==> src/hdl/linked_fifo_index_with_limit_top_macros.svh <==
// ---------------------------------------------------------------------------
// Assertion macros for the linked row index
// Shared concurrent checks, clocked on the rising edge, disabled in reset.
// ---------------------------------------------------------------------------
`ifndef LINKED_FIFO_INDEX_WITH_LIMIT_TOP_MACROS_SVH
`define LINKED_FIFO_INDEX_WITH_LIMIT_TOP_MACROS_SVH

// Consequent must hold in the same cycle as the antecedent
`define LFI_ASSERT_NOW(lbl, clk, rst_n, ante, cons, msg) \
	lbl: assert property (@(posedge clk) disable iff (!rst_n) (ante) |-> (cons)) \
		else $error(msg);

// Consequent must hold in the cycle after the antecedent
`define LFI_ASSERT_NEXT(lbl, clk, rst_n, ante, cons, msg) \
	lbl: assert property (@(posedge clk) disable iff (!rst_n) (ante) |=> (cons)) \
		else $error(msg);

`endif

==> src/hdl/lfi_pkg.sv <==
// ---------------------------------------------------------------------------
// lfi_pkg
// Types and constants shared by the linked row index modules.
// ---------------------------------------------------------------------------
package lfi_pkg;

	localparam int ROW_W        = 6;
	localparam int CNT_W        = 7;
	localparam int OP_W         = 3;
	localparam int CFG_IDX_W    = 2;
	localparam int CFG_DATA_W   = 7;
	localparam int CAPACITY_DEF = 64;

	typedef enum logic [OP_W-1:0] {
		OP_INSERT = 3'd0,
		OP_REMOVE = 3'd1,
		OP_CHECK  = 3'd2,
		OP_CLEAR  = 3'd3,
		OP_FIRST  = 3'd4,
		OP_NEXT   = 3'd5,
		OP_LAST   = 3'd6
	} op_t;

	typedef enum logic [CFG_IDX_W-1:0] {
		CFG_ROW_LIMIT     = 2'd0,
		CFG_REVERSE_ORDER = 2'd1,
		CFG_JUMPING_MODE  = 2'd2
	} cfg_reg_t;

	typedef struct packed {
		logic [OP_W-1:0]  op;
		logic [ROW_W-1:0] row_handle;
		logic [CNT_W-1:0] pending_here;
	} req_item_t;

	typedef struct packed {
		logic [ROW_W-1:0] row_out;
		logic             row_valid;
		logic             end_of_run;
		logic             status;
		logic [CNT_W-1:0] row_count;
	} res_item_t;

	// Link store access: one read address, one write per link array
	typedef struct packed {
		logic [ROW_W-1:0] rd_addr;
		logic             next_we;
		logic [ROW_W-1:0] next_waddr;
		logic [ROW_W-1:0] next_wdata;
		logic             prev_we;
		logic [ROW_W-1:0] prev_waddr;
		logic [ROW_W-1:0] prev_wdata;
	} link_req_t;

	typedef struct packed {
		logic [ROW_W-1:0] rd_next;
		logic [ROW_W-1:0] rd_prev;
	} link_rsp_t;

endpackage

==> src/hdl/lfi_link_mem.sv <==
// ---------------------------------------------------------------------------
// lfi_link_mem
// Next and previous link arrays, one write each and a shared registered read.
// ---------------------------------------------------------------------------
module lfi_link_mem #(
	parameter int CAPACITY = lfi_pkg::CAPACITY_DEF
) (
	input  logic              clk,
	input  lfi_pkg::link_req_t req,
	output lfi_pkg::link_rsp_t rsp
);
	import lfi_pkg::*;

	localparam int IW = (CAPACITY > 1) ? $clog2(CAPACITY) : 1;

	logic [IW-1:0] next_mem [CAPACITY];
	logic [IW-1:0] prev_mem [CAPACITY];

	// Write links and register the read of both arrays at one address
	always_ff @(posedge clk) begin
		if (req.next_we) begin
			next_mem[req.next_waddr[IW-1:0]] <= req.next_wdata[IW-1:0];
		end
		if (req.prev_we) begin
			prev_mem[req.prev_waddr[IW-1:0]] <= req.prev_wdata[IW-1:0];
		end
		rsp.rd_next <= ROW_W'(next_mem[req.rd_addr[IW-1:0]]);
		rsp.rd_prev <= ROW_W'(prev_mem[req.rd_addr[IW-1:0]]);
	end

endmodule

==> src/hdl/lfi_res_slot.sv <==
// ---------------------------------------------------------------------------
// lfi_res_slot
// Single result register between the controller and the result channel.
// ---------------------------------------------------------------------------
module lfi_res_slot (
	input  logic               clk,
	input  logic               arst_n,
	input  logic               push,
	input  lfi_pkg::res_item_t push_data,
	output logic               free,
	output logic               res_valid,
	input  logic               res_stall,
	output lfi_pkg::res_item_t res_data
);
	import lfi_pkg::*;

	logic      valid_q;
	res_item_t data_q;

	// Slot can take a result when empty or when its content leaves this cycle
	assign free = !valid_q || !res_stall;

	// Load on push, drop once taken
	always_ff @(posedge clk or negedge arst_n) begin
		if (!arst_n) begin
			valid_q <= 1'b0;
			data_q  <= '0;
		end else if (push) begin
			valid_q <= 1'b1;
			data_q  <= push_data;
		end else if (!res_stall) begin
			valid_q <= 1'b0;
		end
	end

	assign res_valid = valid_q;
	assign res_data  = data_q;

endmodule

==> src/hdl/lfi_ctrl.sv <==
// ---------------------------------------------------------------------------
// lfi_ctrl
// Request sequencer: holds head, tail, count and listed flags, updates links.
// ---------------------------------------------------------------------------
module lfi_ctrl #(
	parameter int CAPACITY = lfi_pkg::CAPACITY_DEF
) (
	input  logic                                clk,
	input  logic                                arst_n,
	input  logic                                req_valid,
	output logic                                req_stall,
	input  lfi_pkg::req_item_t                  req_data,
	input  logic                                cfg_we,
	input  logic [lfi_pkg::CFG_IDX_W-1:0]       cfg_index,
	input  logic [lfi_pkg::CFG_DATA_W-1:0]      cfg_wdata,
	output lfi_pkg::link_req_t                  link_req,
	input  lfi_pkg::link_rsp_t                  link_rsp,
	input  logic                                slot_free,
	output logic                                push,
	output lfi_pkg::res_item_t                  push_data
);
	import lfi_pkg::*;

	`include "linked_fifo_index_with_limit_top_macros.svh"

	localparam int IW = (CAPACITY > 1) ? $clog2(CAPACITY) : 1;

	typedef enum logic [1:0] {
		ST_IDLE,
		ST_EXEC,
		ST_WALK
	} state_t;

	state_t              state_q;
	logic [OP_W-1:0]     op_q;
	logic [ROW_W-1:0]    h_q;
	logic [CNT_W-1:0]    pend_q;
	logic [ROW_W-1:0]    head_q;
	logic [ROW_W-1:0]    tail_q;
	logic [CNT_W-1:0]    count_q;
	logic [CAPACITY-1:0] listed_q;
	logic [ROW_W-1:0]    cur_q;
	logic [CNT_W-1:0]    remain_q;
	logic [CNT_W-1:0]    limit_q;
	logic                rev_q;
	logic                jump_q;

	logic             h_in_range;
	logic             h_listed;
	logic             evict;
	logic             commit;
	logic             exec_go;
	logic             walk_emit;
	logic             go_walk;
	logic             set_l;
	logic             clr_l;
	logic             clear_all;
	logic             next_en;
	logic             prev_en;
	logic [ROW_W-1:0] head_d;
	logic [ROW_W-1:0] tail_d;
	logic [CNT_W-1:0] count_d;
	res_item_t        exec_res;

	// Handle checks and the eviction test
	assign h_in_range = CNT_W'(h_q) < CNT_W'(CAPACITY);
	assign h_listed   = h_in_range && listed_q[h_q[IW-1:0]];
	assign evict      = (limit_q != '0) && (count_q >= pend_q) &&
	                    ((count_q - pend_q) >= limit_q);

	assign req_stall = (state_q != ST_IDLE);
	assign exec_go   = (state_q == ST_EXEC) && commit;
	assign walk_emit = (state_q == ST_WALK) && slot_free;

	// Work out the effect of the held request on list state and links
	always_comb begin
		head_d    = head_q;
		tail_d    = tail_q;
		count_d   = count_q;
		set_l     = 1'b0;
		clr_l     = 1'b0;
		clear_all = 1'b0;
		go_walk   = 1'b0;
		next_en   = 1'b0;
		prev_en   = 1'b0;
		link_req  = '0;
		exec_res  = '0;
		exec_res.end_of_run = 1'b1;

		unique case (op_q)
			OP_INSERT: begin
				if (!h_in_range || h_listed) begin
					exec_res.status = 1'b1;
				end else begin
					if (count_q == '0) begin
						head_d = h_q;
					end else begin
						prev_en             = 1'b1;
						link_req.prev_waddr = h_q;
						link_req.prev_wdata = tail_q;
						next_en             = 1'b1;
						link_req.next_waddr = tail_q;
						link_req.next_wdata = h_q;
					end
					tail_d  = h_q;
					set_l   = 1'b1;
					count_d = count_q + CNT_W'(1);
				end
			end
			OP_REMOVE: begin
				if (!h_listed) begin
					exec_res.status = 1'b1;
				end else begin
					if (head_q == h_q && tail_q == h_q) begin
						head_d = '0;
						tail_d = '0;
					end else if (head_q == h_q) begin
						head_d = link_rsp.rd_next;
					end else if (tail_q == h_q) begin
						tail_d = link_rsp.rd_prev;
					end else begin
						// Bridge the neighbours around the removed row
						next_en             = 1'b1;
						link_req.next_waddr = link_rsp.rd_prev;
						link_req.next_wdata = link_rsp.rd_next;
						prev_en             = 1'b1;
						link_req.prev_waddr = link_rsp.rd_next;
						link_req.prev_wdata = link_rsp.rd_prev;
					end
					clr_l   = 1'b1;
					count_d = count_q - CNT_W'(1);
				end
			end
			OP_CHECK: begin
				if (evict) begin
					if (jump_q) begin
						go_walk = 1'b1;
					end else begin
						exec_res.row_out   = head_q;
						exec_res.row_valid = 1'b1;
					end
				end
			end
			OP_CLEAR: begin
				clear_all = 1'b1;
				head_d    = '0;
				tail_d    = '0;
				count_d   = '0;
			end
			OP_FIRST, OP_LAST: begin
				if (count_q != '0) begin
					exec_res.row_valid = 1'b1;
					exec_res.row_out   = ((op_q == OP_FIRST) != rev_q) ? head_q : tail_q;
				end
			end
			OP_NEXT: begin
				if (!h_listed) begin
					exec_res.status = 1'b1;
				end else if (rev_q) begin
					if (h_q != head_q) begin
						exec_res.row_valid = 1'b1;
						exec_res.row_out   = link_rsp.rd_prev;
					end
				end else begin
					if (h_q != tail_q) begin
						exec_res.row_valid = 1'b1;
						exec_res.row_out   = link_rsp.rd_next;
					end
				end
			end
			default: begin
				exec_res.status = 1'b1;
			end
		endcase

		exec_res.row_count = count_d;
		commit             = go_walk || slot_free;
		link_req.next_we   = next_en && (state_q == ST_EXEC) && commit;
		link_req.prev_we   = prev_en && (state_q == ST_EXEC) && commit;

		// Read address: request handle, then head for a walk, then the walk itself
		unique case (state_q)
			ST_IDLE: link_req.rd_addr = req_data.row_handle;
			ST_EXEC: link_req.rd_addr = (commit && go_walk) ? head_q : h_q;
			ST_WALK: link_req.rd_addr = walk_emit ? link_rsp.rd_next : cur_q;
			default: link_req.rd_addr = h_q;
		endcase
	end

	// Result towards the slot: one per request, or one per row while walking
	always_comb begin
		push      = (exec_go && !go_walk) || walk_emit;
		push_data = exec_res;
		if (state_q == ST_WALK) begin
			push_data            = '0;
			push_data.row_out    = cur_q;
			push_data.row_valid  = 1'b1;
			push_data.end_of_run = (remain_q == CNT_W'(1));
			push_data.row_count  = count_q;
		end
	end

	// State, list registers and configuration
	always_ff @(posedge clk or negedge arst_n) begin
		if (!arst_n) begin
			state_q  <= ST_IDLE;
			op_q     <= '0;
			h_q      <= '0;
			pend_q   <= '0;
			head_q   <= '0;
			tail_q   <= '0;
			count_q  <= '0;
			listed_q <= '0;
			cur_q    <= '0;
			remain_q <= '0;
			limit_q  <= '0;
			rev_q    <= 1'b0;
			jump_q   <= 1'b0;
		end else begin
			if (cfg_we) begin
				unique case (cfg_index)
					CFG_ROW_LIMIT:     limit_q <= cfg_wdata;
					CFG_REVERSE_ORDER: rev_q   <= cfg_wdata[0];
					CFG_JUMPING_MODE:  jump_q  <= cfg_wdata[0];
					default: ;
				endcase
			end

			unique case (state_q)
				ST_IDLE: begin
					if (req_valid) begin
						op_q    <= req_data.op;
						h_q     <= req_data.row_handle;
						pend_q  <= req_data.pending_here;
						state_q <= ST_EXEC;
					end
				end
				ST_EXEC: begin
					if (commit) begin
						head_q  <= head_d;
						tail_q  <= tail_d;
						count_q <= count_d;
						if (clear_all) begin
							listed_q <= '0;
						end else if (set_l) begin
							listed_q[h_q[IW-1:0]] <= 1'b1;
						end else if (clr_l) begin
							listed_q[h_q[IW-1:0]] <= 1'b0;
						end
						if (go_walk) begin
							cur_q    <= head_q;
							remain_q <= count_q;
							state_q  <= ST_WALK;
						end else begin
							state_q <= ST_IDLE;
						end
					end
				end
				ST_WALK: begin
					if (slot_free) begin
						cur_q    <= link_rsp.rd_next;
						remain_q <= remain_q - CNT_W'(1);
						if (remain_q == CNT_W'(1)) begin
							state_q <= ST_IDLE;
						end
					end
				end
				default: begin
					state_q <= ST_IDLE;
				end
			endcase
		end
	end

	// Checks on list bookkeeping
	`LFI_ASSERT_NOW(a_count_matches_flags, clk, arst_n, 1'b1, $countones(listed_q) == int'(count_q), "row count differs from listed flags")
	`LFI_ASSERT_NOW(a_ends_listed, clk, arst_n, count_q != '0, listed_q[head_q[IW-1:0]] && listed_q[tail_q[IW-1:0]], "head or tail row not listed")
	`LFI_ASSERT_NEXT(a_walk_keeps_list, clk, arst_n, state_q == ST_WALK, $stable(count_q) && $stable(head_q) && $stable(listed_q), "list changed during eviction walk")

endmodule

==> src/hdl/linked_fifo_index_with_limit_top.sv <==
// ---------------------------------------------------------------------------
// linked_fifo_index_with_limit_top
// Insertion-ordered row index kept as a doubly linked list, with row limit.
//
//   channel | direction | handshake             | payload
//   --------+-----------+-----------------------+------------------------
//   request | into      | req_valid / req_stall | req_data   (req_item_t)
//   result  | out of    | res_valid / res_stall | res_data   (res_item_t)
//   config  | into      | cfg_we                | cfg_index, cfg_wdata
//
// Each request is accepted in an idle step that reads the link memories at
// the handle, then an update step changes links, head, tail and count and
// posts the result; a jumping eviction adds a walk, one read per row named.
// Reset clears the listed flags, head, tail and count at once; the link
// memories are not cleared and need no sweep.
// A single result register decouples res_stall; while it is full and
// stalled the block holds in its update or walk step.
// ---------------------------------------------------------------------------
module linked_fifo_index_with_limit_top #(
	parameter int CAPACITY = lfi_pkg::CAPACITY_DEF
) (
	input  logic                           clk,
	input  logic                           arst_n,
	input  logic                           req_valid,
	output logic                           req_stall,
	input  lfi_pkg::req_item_t             req_data,
	output logic                           res_valid,
	input  logic                           res_stall,
	output lfi_pkg::res_item_t             res_data,
	input  logic                           cfg_we,
	input  logic [lfi_pkg::CFG_IDX_W-1:0]  cfg_index,
	input  logic [lfi_pkg::CFG_DATA_W-1:0] cfg_wdata
);
	import lfi_pkg::*;

	link_req_t link_req;
	link_rsp_t link_rsp;
	logic      slot_free;
	logic      push;
	res_item_t push_data;

	// Sequence requests and maintain list state
	lfi_ctrl #(
		.CAPACITY (CAPACITY)
	) u_ctrl (
		.clk       (clk),
		.arst_n    (arst_n),
		.req_valid (req_valid),
		.req_stall (req_stall),
		.req_data  (req_data),
		.cfg_we    (cfg_we),
		.cfg_index (cfg_index),
		.cfg_wdata (cfg_wdata),
		.link_req  (link_req),
		.link_rsp  (link_rsp),
		.slot_free (slot_free),
		.push      (push),
		.push_data (push_data)
	);

	// Hold the link arrays
	lfi_link_mem #(
		.CAPACITY (CAPACITY)
	) u_link_mem (
		.clk (clk),
		.req (link_req),
		.rsp (link_rsp)
	);

	// Register results towards the consumer
	lfi_res_slot u_res_slot (
		.clk       (clk),
		.arst_n    (arst_n),
		.push      (push),
		.push_data (push_data),
		.free      (slot_free),
		.res_valid (res_valid),
		.res_stall (res_stall),
		.res_data  (res_data)
	);

endmodule
==> config.mk <==
export PLATFORM = sky130hd
export DESIGN_NAME = linked_fifo_index_with_limit_top
export DESIGN_NICKNAME = d
export VERILOG_FILES = /design/src/hdl/lfi_pkg.sv /design/src/hdl/lfi_link_mem.sv /design/src/hdl/lfi_res_slot.sv /design/src/hdl/lfi_ctrl.sv /design/src/hdl/linked_fifo_index_with_limit_top.sv
export VERILOG_INCLUDE_DIRS = /design/src /design/src/hdl
export SDC_FILE = /design/constraint.sdc
export NUM_CORES = 1
export LEC_CHECK = 0
export ABC_AREA = 1
export ABC_CLOCK_PERIOD_IN_PS = 4700
export BUFFER_PORTS_ARGS = -buffer_cell sky130_fd_sc_hd__clkbuf_2
export CORE_MARGIN = 3
export CORE_UTILIZATION = 42
export DETAILED_ROUTE_END_ITERATION = 8
export PLACE_DENSITY = 0.54
export SETUP_SLACK_MARGIN = 0.02
export SLEW_MARGIN = 5
export SYNTH_ARGS = -nofsm -noshare
export SYNTH_HDL_FRONTEND = slang
export SYNTH_SLANG_ARGS = --single-unit
export TNS_END_PERCENT = 100
==> constraint.sdc <==
create_clock -name clk -period 4.7 [get_ports clk]
set_clock_uncertainty 0.2 [all_clocks]
set_input_delay 0.47 -clock clk [delete_from_list [all_inputs] [get_ports clk]]
set_output_delay 0.47 -clock clk [all_outputs]
set_load 0.1 [all_outputs]
==> results.ini <==
[setup_path]
end_kind=flop
ff2ff_path_depth=33
reg2reg_slack_ns=0.27
worstReg2RegStart=u_ctrl.count_q[0]
critical_path_class=flop to flop
crit_path_start_kind=flop
slowest_stage=dfrtp_1
path_max_fanout=8
cp_data_required_time_ns=5.12
timing.rr.end=u_link_mem.rsp[7]
cpMostUsedCell=nand2_1
max_stage_delay_ns=0.38
crit_arrival_ns=4.85

[power]
ir_worst_vdd_uv=581
p_leak_nw=22.1
total_power_w=0.0269
power_density_nw_per_um2=498

[synthesis]
synth_area_leaders=edfxtp_1 52%, nand3_1 10%, dfrtp_1 8.0%
async_flop_share_pct=15.2
yosys.area.top_type=edfxtp_1
synth_cell_type_count=55
ys_ff_latch=920
syn_nets=4518
synthCells=4469
synth-main-ff-cell=edfxtp_1
synth_top_area_share_pct=52.5
synth-edff-count=768
syn-cell-area_um2=44000
ys_seq_area_share_pct=61.0
syn_area_per_cell_um2=9.84
synth_warnings=0

[die]
dieArea_um2=109000
die_w_um=330
top_level_ports=48
num_rows=118
initial_utilization_pct=42.4
core_um2=104000
die_h_um=330

[sta]
post-route-min-period_ns=4.43
period_share_pct=94.2
tightest_slew_ns=0.986
max_freq_mhz=226
setup_viol=0
drv_slew=0
hold_slack_ns=0.0701
slew_headroom_pct=34.0
hold_viol_final=0
grt_setup_unrepaired=true

[run_status]
status=completed

[route]
drc_errors=0
ant_nets=0
via_per_inst=5.46
wl_mm=138
vias=34184
drt_iter0_markers=3673
wire_per_inst_um=22.1
dr.pass1.iters=8

[layout]
fin_nets=4845
final_common_cell=nand3_1
drive_gt1_share_pct=17.0
insertedDiodeCount=0
area_delta_synth_final_pct=22.7
final_cell_mix=798 x nand3_1, 796 x nand2_1, 768 x edfxtp_1

[global_routing]
grt_pass1_vias=32207
grt_start_max_net_pins=129
antenna_found_initial=0
grt_use_total_pct=23.6
grt_pass1_wl_mm=197
overflow=0

[hold_path]
hold_depth=3
hold_start=res_stall
hold_end=u_res_slot.res_valid
min_path_type=primary input to flop

[placement]
portBuffers=47
dp_hpwl_mm=80.3
gp_congestion=0.867

[cts]
cts_tree=built
cts-buffers-inserted=101
clockBufferDepth=3
clkTransAtPathRegs_ns=0.06
clock-sinks=920
cts-root-buf=clkbuf_16
htree_levels=3
clock_latency_ns=0.69

[job]
cap_violations=0

==> where the power goes <==
part | switching (W) | total [W] | internal (W) | leakage (nW)
logic | 0.00587 | 0.00893 | 0.00306 | 11.2
registers | 0.000523 | 0.0100 | 0.00952 | 9.26
clock network | 0.00330 | 0.00790 | 0.00460 | 1.62
total | 0.00969 | 0.0269 | 0.0172 | 22.1
==> through the flow <==
step	utilization [%]	cells	setup TNS, ns	worst slack (ns)	area [um^2]
finish	52.0	6263	0	0.272	53900
CTS	50.0	6188	0	0.0132	51800
detailed placement	46.4	5968	-0.282	-0.0973	48100
global route	52.0	6263	-0.386	-0.0565	53900
floorplan	-	4469	0	0.503	44000
global placement	46.4	5968	-0.322	-0.106	48100
==> routing by layer <==
layer  share of wire (%)  global-route usage [%]
met2                  46                    38.0
met4                 2.5                    6.99
met3                 7.1                    3.24
met5                   0                       0
met1                  44                    33.4
==> synth_stat cells (32+ instances only) <==
cell type and number:
a21oi_1 50, buf_2 136, clkbuf_1 106, dfrtp_1 140
edfxtp_1 768, inv_1 532, nand2_1 819, nand3_1 895
nand3b_1 270, nor2_1 260, o211ai_1 54, o21ai_0 147
o22ai_1 32
==> how the worst max path moves through the flow <==
stage,start,endpoint,slack [ns]
6_report,u_ctrl.count_q[0],u_link_mem.rsp[7],0.27
5_1_grt,u_ctrl.count_q[0],u_link_mem.rsp[2],-0.06
4_1_cts,u_ctrl.count_q[0],u_link_mem.rsp[1],0.01
3_5_place_dp,u_ctrl.count_q[0],u_link_mem.rsp[2],-0.1
3_3_place_gp,u_ctrl.count_q[0],u_link_mem.rsp[3],-0.11
2_1_floorplan,u_ctrl.h_q[2],u_link_mem.prev_mem[56][0],0.50
==> kinds of logic after synthesis <==
kind of cell | count (synthesis) | synth area share [%]
adder cells (fa/ha/maj) | 19 | 0.558
multiplexers | 1 | 0.0256
AND/OR/NAND/NOR | 2336 | 25.7
XOR/XNOR | 18 | 0.359
AO/OA/AOI/OAI | 351 | 4.73
flip-flops | 920 | 61.0
buffers and inverters | 824 | 7.68
==> sequential cells by signal, indices dropped and copies added (netlist names), 6 cells and up <==
name                 count
u_ctrl.count_q           7
u_ctrl.cur_q             6
u_ctrl.h_q               6
u_ctrl.head_q            6
u_ctrl.limit_q           7
u_ctrl.listed_q         64
u_ctrl.pend_q            7
u_ctrl.remain_q          7
u_ctrl.tail_q            6
u_link_mem.next_mem    384
u_link_mem.prev_mem    384
u_link_mem.rsp          12
u_res_slot.res_data     16
==> critical path: cells and delay by family (launching register included) <==
| family | cells | cell delay, ns |
|---|---|---|
| buf+inv | 6 | 0.75 |
| compound gates | 1 | 0.16 |
| xor+xnor | 1 | 0.08 |
| fa+ha+maj | 3 | 0.77 |
| flops | 1 | 0.38 |
| simple gates | 22 | 1.96 |
==> layout make-up <==
cell class	instances	area, um^2
clock buffer	133	2790
clock inverter	57	483
fill	9273	49700
inverter	548	2080
multi-input combinational	2726	14600
sequential	920	26800
tap	1380	1730
timing repair buffer	499	5450
==> what timing repair did <==
action,4_1_cts,5_1_grt
endpoints found under the setup margin,6,518
buffers inserted,0,37
resized for setup,8,192
endpoints found under the hold margin,109,0
pin swaps,0,29
hold buffers,28,0
gates cloned,2,38
No activity file was read; power rests on OpenSTA's default activity.
